File: src/sv/azpid_pkg.sv
`timescale 1ns / 1ps
// Shared types, widths and constants of the azimuth position PID loop.
package azpid_pkg;

	// Field widths
	localparam int ENC_W  = 12;
	localparam int DUTY_W = 16;
	localparam int GAIN_W = 32;
	localparam int STEP_W = 16;
	localparam int LIM_W  = 16;
	localparam int INT_W  = 48;

	// Revolution and PWM scaling; the revolution is 2**ENC_W counts
	localparam int COUNTS_PER_REV = 4096;
	localparam int PWM_FULL_COUNT = 65535;
	localparam int DEAD_BAND      = 5;

	// Datapath widths
	localparam int CALC_W  = ENC_W + 2;
	localparam int MUL_A_W = GAIN_W + 1;
	localparam int MUL_B_W = DUTY_W + 1;
	localparam int PROD_W  = MUL_A_W + MUL_B_W;
	localparam int FRAC_W  = 24;
	localparam int MAG_W   = FRAC_W;
	localparam int LIM_SH  = MAG_W - LIM_W;

	// APB
	localparam int DATA_W = 32;
	localparam int ADDR_W = 5;

	// Register reset values
	localparam logic [GAIN_W-1:0] GAIN_P_RST   = '0;
	localparam logic [GAIN_W-1:0] GAIN_D_RST   = '0;
	localparam logic [STEP_W-1:0] INT_STEP_RST = STEP_W'(336);
	localparam logic [LIM_W-1:0]  MAX_DUTY_RST = '1;
	localparam logic [LIM_W-1:0]  MIN_DUTY_RST = '0;

	// Register map, word index
	typedef enum logic [2:0] {
		REG_GAIN_P   = 3'd0,
		REG_GAIN_D   = 3'd1,
		REG_INT_STEP = 3'd2,
		REG_MAX_DUTY = 3'd3,
		REG_MIN_DUTY = 3'd4
	} reg_idx_t;

	typedef struct packed {
		logic [GAIN_W-1:0] gain_p;
		logic [GAIN_W-1:0] gain_d;
		logic [STEP_W-1:0] integral_step;
		logic [LIM_W-1:0]  max_duty;
		logic [LIM_W-1:0]  min_duty;
	} cfg_t;

	// Request to the shared multiplier
	typedef struct packed {
		logic                      en;
		logic signed [MUL_A_W-1:0] a;
		logic signed [MUL_B_W-1:0] b;
	} mul_req_t;

	typedef enum logic [3:0] {
		ST_IDLE,
		ST_PREP,
		ST_MUL_I,
		ST_MUL_P,
		ST_MUL_D,
		ST_SUM,
		ST_ABS,
		ST_CLAMP,
		ST_MUL_PWM,
		ST_OUT
	} state_t;

endpackage

File: src/sv/azpid_ifs.sv
`timescale 1ns / 1ps
// Request channels of the azimuth position PID loop: tick in, PWM command out.
interface azpid_tick_if;
	logic                       valid;
	logic                       ready;
	logic [azpid_pkg::ENC_W-1:0] encoder_count;
	logic [azpid_pkg::ENC_W-1:0] target_count;
	logic                       motor_enable;

	modport source (output valid, output encoder_count, output target_count,
		output motor_enable, input ready);
	modport sink (input valid, input encoder_count, input target_count,
		input motor_enable, output ready);
endinterface

interface azpid_pwm_if;
	logic                        valid;
	logic                        ready;
	logic [azpid_pkg::DUTY_W-1:0] duty_count;
	logic                        drive_forward;

	modport source (output valid, output duty_count, output drive_forward, input ready);
	modport sink (input valid, input duty_count, input drive_forward, output ready);
endinterface

File: src/sv/azpid_regs.sv
`timescale 1ns / 1ps
// APB configuration registers of the azimuth position PID loop.
module azpid_regs (
	input  logic                         clk,
	input  logic                         arst_n,
	input  logic                         psel,
	input  logic                         penable,
	input  logic                         pwrite,
	input  logic [azpid_pkg::ADDR_W-1:0] paddr,
	input  logic [azpid_pkg::DATA_W-1:0] pwdata,
	output logic [azpid_pkg::DATA_W-1:0] prdata,
	output logic                         pready,
	output azpid_pkg::cfg_t              cfg
);

	azpid_pkg::cfg_t cfg_q;
	logic            wr_en;
	logic [2:0]      idx;

	assign pready = 1'b1;
	assign wr_en  = psel && penable && pwrite;
	assign idx    = paddr[azpid_pkg::ADDR_W-1:2];
	assign cfg    = cfg_q;

	// Register writes; unmapped words are ignored
	always_ff @(posedge clk or negedge arst_n) begin
		if (!arst_n) begin
			cfg_q.gain_p        <= azpid_pkg::GAIN_P_RST;
			cfg_q.gain_d        <= azpid_pkg::GAIN_D_RST;
			cfg_q.integral_step <= azpid_pkg::INT_STEP_RST;
			cfg_q.max_duty      <= azpid_pkg::MAX_DUTY_RST;
			cfg_q.min_duty      <= azpid_pkg::MIN_DUTY_RST;
		end else if (wr_en) begin
			case (idx)
				azpid_pkg::REG_GAIN_P: begin
					cfg_q.gain_p <= pwdata[azpid_pkg::GAIN_W-1:0];
				end
				azpid_pkg::REG_GAIN_D: begin
					cfg_q.gain_d <= pwdata[azpid_pkg::GAIN_W-1:0];
				end
				azpid_pkg::REG_INT_STEP: begin
					cfg_q.integral_step <= pwdata[azpid_pkg::STEP_W-1:0];
				end
				azpid_pkg::REG_MAX_DUTY: begin
					cfg_q.max_duty <= pwdata[azpid_pkg::LIM_W-1:0];
				end
				azpid_pkg::REG_MIN_DUTY: begin
					cfg_q.min_duty <= pwdata[azpid_pkg::LIM_W-1:0];
				end
				default: begin
				end
			endcase
		end
	end

	// Read-back
	always_comb begin
		case (idx)
			azpid_pkg::REG_GAIN_P:   prdata = azpid_pkg::DATA_W'(cfg_q.gain_p);
			azpid_pkg::REG_GAIN_D:   prdata = azpid_pkg::DATA_W'(cfg_q.gain_d);
			azpid_pkg::REG_INT_STEP: prdata = azpid_pkg::DATA_W'(cfg_q.integral_step);
			azpid_pkg::REG_MAX_DUTY: prdata = azpid_pkg::DATA_W'(cfg_q.max_duty);
			azpid_pkg::REG_MIN_DUTY: prdata = azpid_pkg::DATA_W'(cfg_q.min_duty);
			default:                 prdata = '0;
		endcase
	end

endmodule

File: src/sv/azpid_mul.sv
`timescale 1ns / 1ps
// Shared signed 33x17 multiplier with registered product.
module azpid_mul (
	input  logic                                clk,
	input  azpid_pkg::mul_req_t                 req,
	output logic signed [azpid_pkg::PROD_W-1:0] prod_q
);

	logic signed [azpid_pkg::PROD_W-1:0] prod;

	assign prod = azpid_pkg::PROD_W'(req.a) * azpid_pkg::PROD_W'(req.b);

	always_ff @(posedge clk) begin
		if (req.en) begin
			prod_q <= prod;
		end
	end

endmodule

File: src/sv/azpid_seq.sv
`timescale 1ns / 1ps
// Sequencer and datapath: speed, distance, integral, drive sum, clamp, output.
module azpid_seq (
	input  logic                                clk,
	input  logic                                arst_n,
	input  azpid_pkg::cfg_t                     cfg,
	azpid_tick_if.sink                          tick,
	azpid_pwm_if.source                         pwm,
	output azpid_pkg::mul_req_t                 mul_req,
	input  logic signed [azpid_pkg::PROD_W-1:0] prod
);

	localparam int CW = azpid_pkg::CALC_W;
	localparam int PW = azpid_pkg::PROD_W;
	localparam int IW = azpid_pkg::INT_W;
	localparam int MW = azpid_pkg::MAG_W;
	localparam logic signed [CW-1:0] REV  = CW'(azpid_pkg::COUNTS_PER_REV);
	localparam logic signed [CW-1:0] NEAR = CW'(azpid_pkg::COUNTS_PER_REV / 4);
	localparam logic signed [CW-1:0] HALF = CW'(azpid_pkg::COUNTS_PER_REV / 2);
	localparam logic signed [CW-1:0] MIND = CW'(azpid_pkg::DEAD_BAND);
	localparam logic signed [IW-1:0] INT_MAX = {1'b0, {(IW-1){1'b1}}};
	localparam logic signed [IW-1:0] INT_MIN = {1'b1, {(IW-1){1'b0}}};

	azpid_pkg::state_t state_q, state_d;

	// Tick payload and loop state
	logic [azpid_pkg::ENC_W-1:0] enc_q, targ_q, last_q;
	logic                        en_q;
	logic signed [IW-1:0]        integ_q;
	logic signed [CW-1:0]        speed_q, dist_q;
	logic                        integ_upd_q;
	logic signed [PW-1:0]        acc_q;
	logic [PW-1:0]               mag_q;
	logic                        neg_q;
	logic [MW-1:0]               capped_q;

	// Output register
	logic                          out_valid_q;
	logic [azpid_pkg::DUTY_W-1:0]  duty_q;
	logic                          fwd_q;
	logic                          out_load;

	// Speed and shortest distance; counts span the full 2**ENC_W revolution
	logic signed [CW-1:0] cur_s, old_s, targ_s, diff, spd_c, dist_c;
	logic                 integ_upd_c;

	always_comb begin
		cur_s  = signed'(CW'(enc_q));
		old_s  = signed'(CW'(last_q));
		targ_s = signed'(CW'(targ_q));
		if (old_s > REV - NEAR && cur_s < NEAR) begin
			spd_c = (REV - old_s) + cur_s;
		end else if (cur_s > REV - NEAR && old_s < NEAR) begin
			spd_c = cur_s - (old_s + REV);
		end else begin
			spd_c = cur_s - old_s;
		end
		diff = targ_s - cur_s;
		if (diff > HALF) begin
			dist_c = diff - REV;
		end else if (diff < -HALF) begin
			dist_c = diff + REV;
		end else begin
			dist_c = diff;
		end
		integ_upd_c = (dist_c > MIND || dist_c < -MIND) && (spd_c == '0);
	end

	// Saturating integral add
	logic signed [IW:0]   int_sum;
	logic signed [IW-1:0] int_next;

	always_comb begin
		int_sum = signed'({integ_q[IW-1], integ_q}) + signed'(prod[IW:0]);
		if (int_sum[IW] != int_sum[IW-1]) begin
			int_next = int_sum[IW] ? INT_MIN : INT_MAX;
		end else begin
			int_next = int_sum[IW-1:0];
		end
	end

	// Clamp and dead band
	logic [MW-1:0] cap, floor_lim, clamp_c;

	always_comb begin
		cap       = {cfg.max_duty, {azpid_pkg::LIM_SH{1'b0}}};
		floor_lim = {cfg.min_duty, {azpid_pkg::LIM_SH{1'b0}}};
		clamp_c   = (mag_q > PW'(cap)) ? cap : mag_q[MW-1:0];
		if (clamp_c <= floor_lim) begin
			clamp_c = '0;
		end
	end

	// Next state, handshakes and multiplier operands
	always_comb begin
		state_d    = state_q;
		tick.ready = 1'b0;
		out_load   = 1'b0;
		mul_req.en = 1'b0;
		mul_req.a  = '0;
		mul_req.b  = '0;
		case (state_q)
			azpid_pkg::ST_IDLE: begin
				tick.ready = 1'b1;
				if (tick.valid) begin
					state_d = azpid_pkg::ST_PREP;
				end
			end
			azpid_pkg::ST_PREP: state_d = azpid_pkg::ST_MUL_I;
			azpid_pkg::ST_MUL_I: begin
				mul_req.en = 1'b1;
				mul_req.a  = signed'(azpid_pkg::MUL_A_W'(cfg.integral_step));
				mul_req.b  = azpid_pkg::MUL_B_W'(dist_q);
				state_d    = azpid_pkg::ST_MUL_P;
			end
			azpid_pkg::ST_MUL_P: begin
				mul_req.en = 1'b1;
				mul_req.a  = signed'(azpid_pkg::MUL_A_W'(cfg.gain_p));
				mul_req.b  = azpid_pkg::MUL_B_W'(dist_q);
				state_d    = azpid_pkg::ST_MUL_D;
			end
			azpid_pkg::ST_MUL_D: begin
				mul_req.en = 1'b1;
				mul_req.a  = signed'(azpid_pkg::MUL_A_W'(cfg.gain_d));
				mul_req.b  = azpid_pkg::MUL_B_W'(speed_q);
				state_d    = azpid_pkg::ST_SUM;
			end
			azpid_pkg::ST_SUM:   state_d = azpid_pkg::ST_ABS;
			azpid_pkg::ST_ABS:   state_d = azpid_pkg::ST_CLAMP;
			azpid_pkg::ST_CLAMP: state_d = azpid_pkg::ST_MUL_PWM;
			azpid_pkg::ST_MUL_PWM: begin
				mul_req.en = 1'b1;
				mul_req.a  = signed'(azpid_pkg::MUL_A_W'(capped_q));
				mul_req.b  = signed'(azpid_pkg::MUL_B_W'(azpid_pkg::PWM_FULL_COUNT));
				state_d    = azpid_pkg::ST_OUT;
			end
			azpid_pkg::ST_OUT: begin
				// wait here while a previous result is still held
				if (!out_valid_q || pwm.ready) begin
					out_load = 1'b1;
					state_d  = azpid_pkg::ST_IDLE;
				end
			end
			default: state_d = azpid_pkg::ST_IDLE;
		endcase
	end

	always_ff @(posedge clk or negedge arst_n) begin
		if (!arst_n) begin
			state_q <= azpid_pkg::ST_IDLE;
		end else begin
			state_q <= state_d;
		end
	end

	// Loop state and output valid
	always_ff @(posedge clk or negedge arst_n) begin
		if (!arst_n) begin
			last_q      <= '0;
			integ_q     <= '0;
			out_valid_q <= 1'b0;
		end else begin
			if (state_q == azpid_pkg::ST_PREP) begin
				last_q <= enc_q;
			end
			if (state_q == azpid_pkg::ST_MUL_P) begin
				integ_q <= integ_upd_q ? int_next : '0;
			end
			if (out_load) begin
				out_valid_q <= 1'b1;
			end else if (pwm.ready) begin
				out_valid_q <= 1'b0;
			end
		end
	end

	// Working registers
	always_ff @(posedge clk) begin
		case (state_q)
			azpid_pkg::ST_IDLE: begin
				if (tick.valid) begin
					enc_q  <= tick.encoder_count;
					targ_q <= tick.target_count;
					en_q   <= tick.motor_enable;
				end
			end
			azpid_pkg::ST_PREP: begin
				speed_q     <= spd_c;
				dist_q      <= dist_c;
				integ_upd_q <= integ_upd_c;
			end
			// P product plus the fresh integral
			azpid_pkg::ST_MUL_D: acc_q <= prod + PW'(integ_q);
			// minus the D product
			azpid_pkg::ST_SUM: acc_q <= acc_q - prod;
			azpid_pkg::ST_ABS: begin
				if (!en_q) begin
					neg_q <= 1'b0;
					mag_q <= '0;
				end else begin
					neg_q <= acc_q[PW-1];
					mag_q <= acc_q[PW-1] ? unsigned'(-acc_q) : unsigned'(acc_q);
				end
			end
			azpid_pkg::ST_CLAMP: capped_q <= clamp_c;
			azpid_pkg::ST_OUT: begin
				if (out_load) begin
					duty_q <= prod[azpid_pkg::FRAC_W +: azpid_pkg::DUTY_W];
					fwd_q  <= !neg_q;
				end
			end
			default: begin
			end
		endcase
	end

	assign pwm.valid         = out_valid_q;
	assign pwm.duty_count    = duty_q;
	assign pwm.drive_forward = fwd_q;

endmodule

File: src/sv/azimuth_position_pid_loop_top.sv
`timescale 1ns / 1ps
// Top level of the azimuth position PID loop.
//
// One tick request carries the encoder count, target count and enable; it
// returns one PWM request (duty_count, drive_forward). A tick is taken only
// once the previous one is through: ready returns together with the result.
// A small sequencer steps through speed and distance, then four
// multiplications (integral step, P, D, PWM scaling) that all share one
// registered 33x17 signed multiplier, with the saturating integral, drive sum,
// magnitude and duty clamp in between. The result is held in an output
// register; if an earlier result has not been taken, the sequencer waits
// before loading it, and ready stays low for as long as it waits.
// ready is low while a tick is in work. Registers are written over APB at
// byte address 4*index and should only be written while the block is idle.
module azimuth_position_pid_loop_top (
	input  logic                         clk,
	input  logic                         arst_n,
	azpid_tick_if.sink                   tick,
	azpid_pwm_if.source                  pwm,
	input  logic                         psel,
	input  logic                         penable,
	input  logic                         pwrite,
	input  logic [azpid_pkg::ADDR_W-1:0] paddr,
	input  logic [azpid_pkg::DATA_W-1:0] pwdata,
	output logic [azpid_pkg::DATA_W-1:0] prdata,
	output logic                         pready
);

	azpid_pkg::cfg_t                     cfg;
	azpid_pkg::mul_req_t                 mul_req;
	logic signed [azpid_pkg::PROD_W-1:0] prod;

	azpid_regs u_regs (
		.clk     (clk),
		.arst_n  (arst_n),
		.psel    (psel),
		.penable (penable),
		.pwrite  (pwrite),
		.paddr   (paddr),
		.pwdata  (pwdata),
		.prdata  (prdata),
		.pready  (pready),
		.cfg     (cfg)
	);

	azpid_mul u_mul (
		.clk    (clk),
		.req    (mul_req),
		.prod_q (prod)
	);

	azpid_seq u_seq (
		.clk     (clk),
		.arst_n  (arst_n),
		.cfg     (cfg),
		.tick    (tick),
		.pwm     (pwm),
		.mul_req (mul_req),
		.prod    (prod)
	);

endmodule

File: src/flat_wrapper.sv
// flat-port wrapper written by rule: the top's interface ports become plain ports
module azimuth_position_pid_loop_top_flat 
  (clk, arst_n, psel, penable, pwrite, paddr, pwdata, prdata, pready, tick_valid, tick_encoder_count, tick_target_count, tick_motor_enable, tick_ready, pwm_valid, pwm_duty_count, pwm_drive_forward, pwm_ready);
  azpid_tick_if tick_i ();
  azpid_pwm_if pwm_i ();
  input  logic clk;
  input  logic arst_n;
  input  logic psel;
  input  logic penable;
  input  logic pwrite;
  input  logic [azpid_pkg::ADDR_W-1:0] paddr;
  input  logic [azpid_pkg::DATA_W-1:0] pwdata;
  output logic [azpid_pkg::DATA_W-1:0] prdata;
  output logic pready;
  input wire logic [$bits(tick_i.valid)-1:0] tick_valid;
  input wire logic [$bits(tick_i.encoder_count)-1:0] tick_encoder_count;
  input wire logic [$bits(tick_i.target_count)-1:0] tick_target_count;
  input wire logic [$bits(tick_i.motor_enable)-1:0] tick_motor_enable;
  output wire logic [$bits(tick_i.ready)-1:0] tick_ready;
  output wire logic [$bits(pwm_i.valid)-1:0] pwm_valid;
  output wire logic [$bits(pwm_i.duty_count)-1:0] pwm_duty_count;
  output wire logic [$bits(pwm_i.drive_forward)-1:0] pwm_drive_forward;
  input wire logic [$bits(pwm_i.ready)-1:0] pwm_ready;
  assign tick_i.valid = tick_valid;
  assign tick_i.encoder_count = tick_encoder_count;
  assign tick_i.target_count = tick_target_count;
  assign tick_i.motor_enable = tick_motor_enable;
  assign tick_ready = tick_i.ready;
  assign pwm_valid = pwm_i.valid;
  assign pwm_duty_count = pwm_i.duty_count;
  assign pwm_drive_forward = pwm_i.drive_forward;
  assign pwm_i.ready = pwm_ready;
  azimuth_position_pid_loop_top u_core (.clk(clk), .arst_n(arst_n), .tick(tick_i), .pwm(pwm_i), .psel(psel), .penable(penable), .pwrite(pwrite), .paddr(paddr), .pwdata(pwdata), .prdata(prdata), .pready(pready));
endmodule
File: config.mk
export PLATFORM = sky130hd
export DESIGN_NAME = azimuth_position_pid_loop_top_flat
export DESIGN_NICKNAME = d
export VERILOG_FILES = /design/src/sv/azpid_pkg.sv /design/src/sv/azpid_ifs.sv /design/src/sv/azpid_regs.sv /design/src/sv/azpid_mul.sv /design/src/sv/azpid_seq.sv /design/src/sv/azimuth_position_pid_loop_top.sv /design/src/flat_wrapper.sv
export SDC_FILE = /design/constraint.sdc
export NUM_CORES = 2
export LEC_CHECK = 0
export BUFFER_PORTS_ARGS = -buffer_cell sky130_fd_sc_hd__buf_2
export CORE_UTILIZATION = 55
export CTS_CLUSTER_DIAMETER = 100
export DETAILED_ROUTE_END_ITERATION = 12
export HOLD_SLACK_MARGIN = 0.12
export MAX_ROUTING_LAYER = met4
export PLACE_DENSITY = 0.71
export SYNTH_ARGS = -nofsm -noshare
export SYNTH_HDL_FRONTEND = slang
export SYNTH_HIERARCHICAL = 1
export SYNTH_SLANG_ARGS = --single-unit
File: constraint.sdc
create_clock -name clk -period 7.2 [get_ports clk]
set_input_delay 0.36 -clock clk [delete_from_list [all_inputs] [get_ports clk]]
set_output_delay 0.36 -clock clk [all_outputs]
set_load 0.01 [all_outputs]
==> results by group <==
Floorplanning
  – Starting Density: 55.4%
  – Site row count: 104
  – Die Height: 287 µm
  – Die W: 287 µm
  – Core region area: 0.0804 mm²
  – Die ar.: 0.0822 mm²
  – I/O Pins: 121

STA
  – Final period utilization: 106%
  – Slew Viols, Final: 0
  – Fin crit period: 7.64 ns
  – Fin Setup TNS: -5.17 ns
  – Final hold vios: 0
  – Clk_skew: 0.0313 ns
  – Final hold slack: 0.221 ns
  – RSZ-0062 raised after global routing: yes
  – Fmax: 131 MHz
  – Slew @ Worst Pin: 1.20 ns
  – Final-report setup violation count: 23
  – Final WS setup: -0.438 ns
  – Worst rel slew slack: 20.2%

Finish
  – Area occupied by registers: 0.0118 mm²
  – Area delta synth->final: 18.0%
  – Fill cell count: 6,351
  – Multi-input gate area in the final layout: 0.0303 mm²
  – Design area: 0.0526 mm²
  – Share of cells above drive strength 1: 19.0%
  – Nets: 5,784

Placement
  – Port Buffers: 117
  – Post-DP HPWL: 96,000 µm
  – Area after DPL: 0.0487 mm²
  – Placer's final routability congestion estimate: 0.963

Worst setup path
  – Reg2reg path depth: 27
  – Reg2reg start: u_core/u_seq/state_q[3]
  – Crit Path Class: register to register
  – FF-to-FF setup slack: -0.44 ns
  – Setup crit end kind: register
  – Max FO, Critical Path: 10
  – R2R Path End: u_core/u_mul/prod_q[49]
  – Worst EP arrival: 7.97 ns
  – WP data required: 7.53 ns
  – Critical path startpoint category: register

Global routing
  – Initial antenna violation count: 3
  – Number of global-route vias before repair: 36,600
  – Largest net degree at the start of global routing: 120
  – Total track usage: 32.5%
  – First-pass GRT wire length: 202,000 µm
  – Remaining Overflow, GRT: 0

Synthesis
  – Ys async rst share: 41.8%
  – Top cell type by total area after synthesis: fa_1
  – Mapped Nets: 5,409
  – Yosys reg bits: 423
  – Netlist cell types: 95
  – EDFF count, synth: 246
  – Mapped Cells: 4,528
  – Synth Area per Inst: 9.85 µm²
  – Register area share after synthesis: 26.6%
  – Primary FF master, synth: edfxtp_1
  – Synth warnings: 6
  – Mapped cell area: 0.0446 mm²
  – Share of the synthesized area in the top cell type: 24.2%
  – Area contributors post-synth: fa_1 (24%), edfxtp_1 (17%), dfrtp_1 (8.9%)

CTS
  – CTS buffer count: 50
  – Worst-path clk slew: 0.06 ns
  – Clock Latency Late Sink: 0.62 ns
  – Sink Count: 423
  – Root buffer cell: clkbuf_16
  – H-Tree Depth: 2
  – CTS tree: yes
  – Max Buffers Root-to-Sink: 3

Drt
  – Antenna viol nets, final: 0
  – Routed WL per cell: 21.0 µm
  – Initial DRC Count: 2,809
  – Via/cell ratio: 5.80
  – Drt first pass iters: 6
  – DR vias: 34,800
  – Final wirelength: 126,000 µm
  – Remaining DRCs: 0

Worst hold path
  – WHS Endpoint: u_core/u_seq/state_q[0]
  – Hold Path Origin: tick_valid
  – Hold Path Stages: 4
  – HP Class: primary input to register

Outcome
  – Violated checks: negative setup slack
  – Status: finished, violations left

Run
  – Max-cap violation count: 0
synthesized netlist by cell type (all sizes together) (9+ instances only):
cell type and number:
inv 681, fa 540, nand2 532, and2 298
ha 272, edfxtp 246, o21ai 193, clkbuf 182
a21oi 166, dfrtp 158, nor2 153, xnor2 151
mux2 135, a21o 92, nor2b 49, xor2 49
a221o 48, nand2b 42, nor3 39, nand4 35
o31ai 30, nand3 29, a22oi 24, buf 24
a31oi 23, o21a 23, nor4 22, mux2i 21
o211ai 21, a211oi 19, dfstp 19, and3 18
or3 17, or4 17, a222oi 16, a32oi 16
o21bai 16, o41ai 11, a22o 9
how the worst max path moves through the flow:
stage,from,to,slack (ns),depth (start not counted)
finish,u_core/u_seq/state_q[3],u_core/u_mul/prod_q[49],-0.44,27
global route,u_core/u_seq/state_q[2],u_core/u_mul/prod_q[43],-0.64,30
CTS,u_core/u_seq/state_q[3],u_core/u_mul/prod_q[49],-0.32,29
detailed placement,u_core/u_seq/state_q[2],u_core/u_mul/prod_q[49],-0.65,28
global placement,u_core/u_seq/state_q[2],u_core/u_mul/prod_q[49],-0.40,28
floorplan,u_core/u_seq/state_q[3],u_core/u_mul/prod_q[49],-0.14,32
state kept, by name (all words and copies together), names as in the netlist, 4 cells and up:
signal / flops
u_core/u_mul/prod_q: 50
u_core/u_regs/cfg: 112
u_core/u_seq/acc_q: 50
u_core/u_seq/capped_q: 24
u_core/u_seq/dist_q: 14
u_core/u_seq/enc_q: 12
u_core/u_seq/integ_q: 48
u_core/u_seq/last_q: 12
u_core/u_seq/mag_q: 50
u_core/u_seq/pwm.duty_count: 16
u_core/u_seq/speed_q: 14
u_core/u_seq/state_q: 4
u_core/u_seq/targ_q: 12
kinds of logic after synthesis:
group                    after synthesis  share of synthesized area [%]
AO/OA/AOI/OAI                        758                           11.4
flip-flops                           423                           26.6
buffers and inverters                888                           7.65
AND/OR/NAND/NOR                     1287                           14.4
multiplexers                         156                           4.13
other                                  2                         0.0168
adder cells (fa/ha/maj)              814                           31.9
XOR/XNOR                             200                           3.93
layout by cell type (no fill, tap or decap), types with 45 or more instances in the layout:
master | synthesis | layout
a21o_1 | 92 | 92
nor2b_1 | 49 | 45
nor2_1 | 152 | 142
nand2_1 | 532 | 507
and2_1 | 298 | 283
buf_12 | 0 | 50
a221o_1 | 48 | 48
fa_1 | 540 | 519
dlygate4sd3_1 | 0 | 59
inv_1 | 680 | 656
mux2_2 | 103 | 103
edfxtp_1 | 246 | 246
buf_2 | 8 | 118
clkbuf_16 | 0 | 55
xnor2_1 | 151 | 147
xor2_1 | 49 | 48
ha_1 | 272 | 247
a21oi_1 | 166 | 146
buf_4 | 8 | 251
dfrtp_1 | 158 | 155
o21ai_0 | 190 | 181
repair_timing:
action / in CTS / in global routing
gates resized for setup: 107 / 123
setup endpoints to repair: 27 / 32
setup buffers: 40 / 13
hold endpoints to repair: 240 / 0
pin swaps: 95 / 78
hold buffers: 59 / 0
cloned: 3 / 4
through the flow:
step / utilization (%) / setup WS, ns / cells
after floorplan: - / -0.136 / 4528
after global placement: 60.5 / -0.398 / 5793
after detailed placement: 60.5 / -0.653 / 5793
after CTS: 64.6 / -0.322 / 5988
after global routing: 65.4 / -0.642 / 6009
final: 65.4 / -0.438 / 6009
worst max-delay path, stage by stage, from the launching register on:
cell	delay (ns)
dfrtp_1	0.41
nand2b_4	0.17
nor3_4	0.06
buf_12	0.14
buf_12	0.13
a222oi_1	0.34
nand2_2	0.19
clkbuf_16	0.20
and2_1	0.16
fa_1	0.53
inv_1	0.05
fa_2	0.45
fa_2	0.55
inv_2	0.04
fa_2	0.54
fa_1	0.45
fa_1	0.52
ha_4	0.29
nand2_1	0.06
or3_4	0.40
or4b_4	0.50
nand4_1	0.19
nand3_2	0.14
o311a_1	0.35
o211ai_2	0.19
a31oi_1	0.12
o21bai_2	0.13
xnor2_1	0.08
per-layer routing:
layer | vias up | routed length (µm) | track usage [%]
met5 | - | 0 | -
met4 | 0 | 5140 | 12.5
met3 | 269 | 7720 | 4.24
met2 | 1175 | 61000 | 52.5
met1 | 17600 | 52600 | 41.7
li1 | 15800 | - | -
cell type report:
cell class              instances  share of cell area (%)
flip-flops and latches        423                    22.5
inverters                     682                    4.87
clock buffers                  58                    2.57
repair buffers                527                    8.88
clock inverters                36                   0.977
multi-input cells            3219                    57.7
well taps                    1060                    2.52
diodes                          4                  0.0190
Power is not shown: default switching activity piles up to over one toggle a cycle in this logic, so the estimate is an artifact.
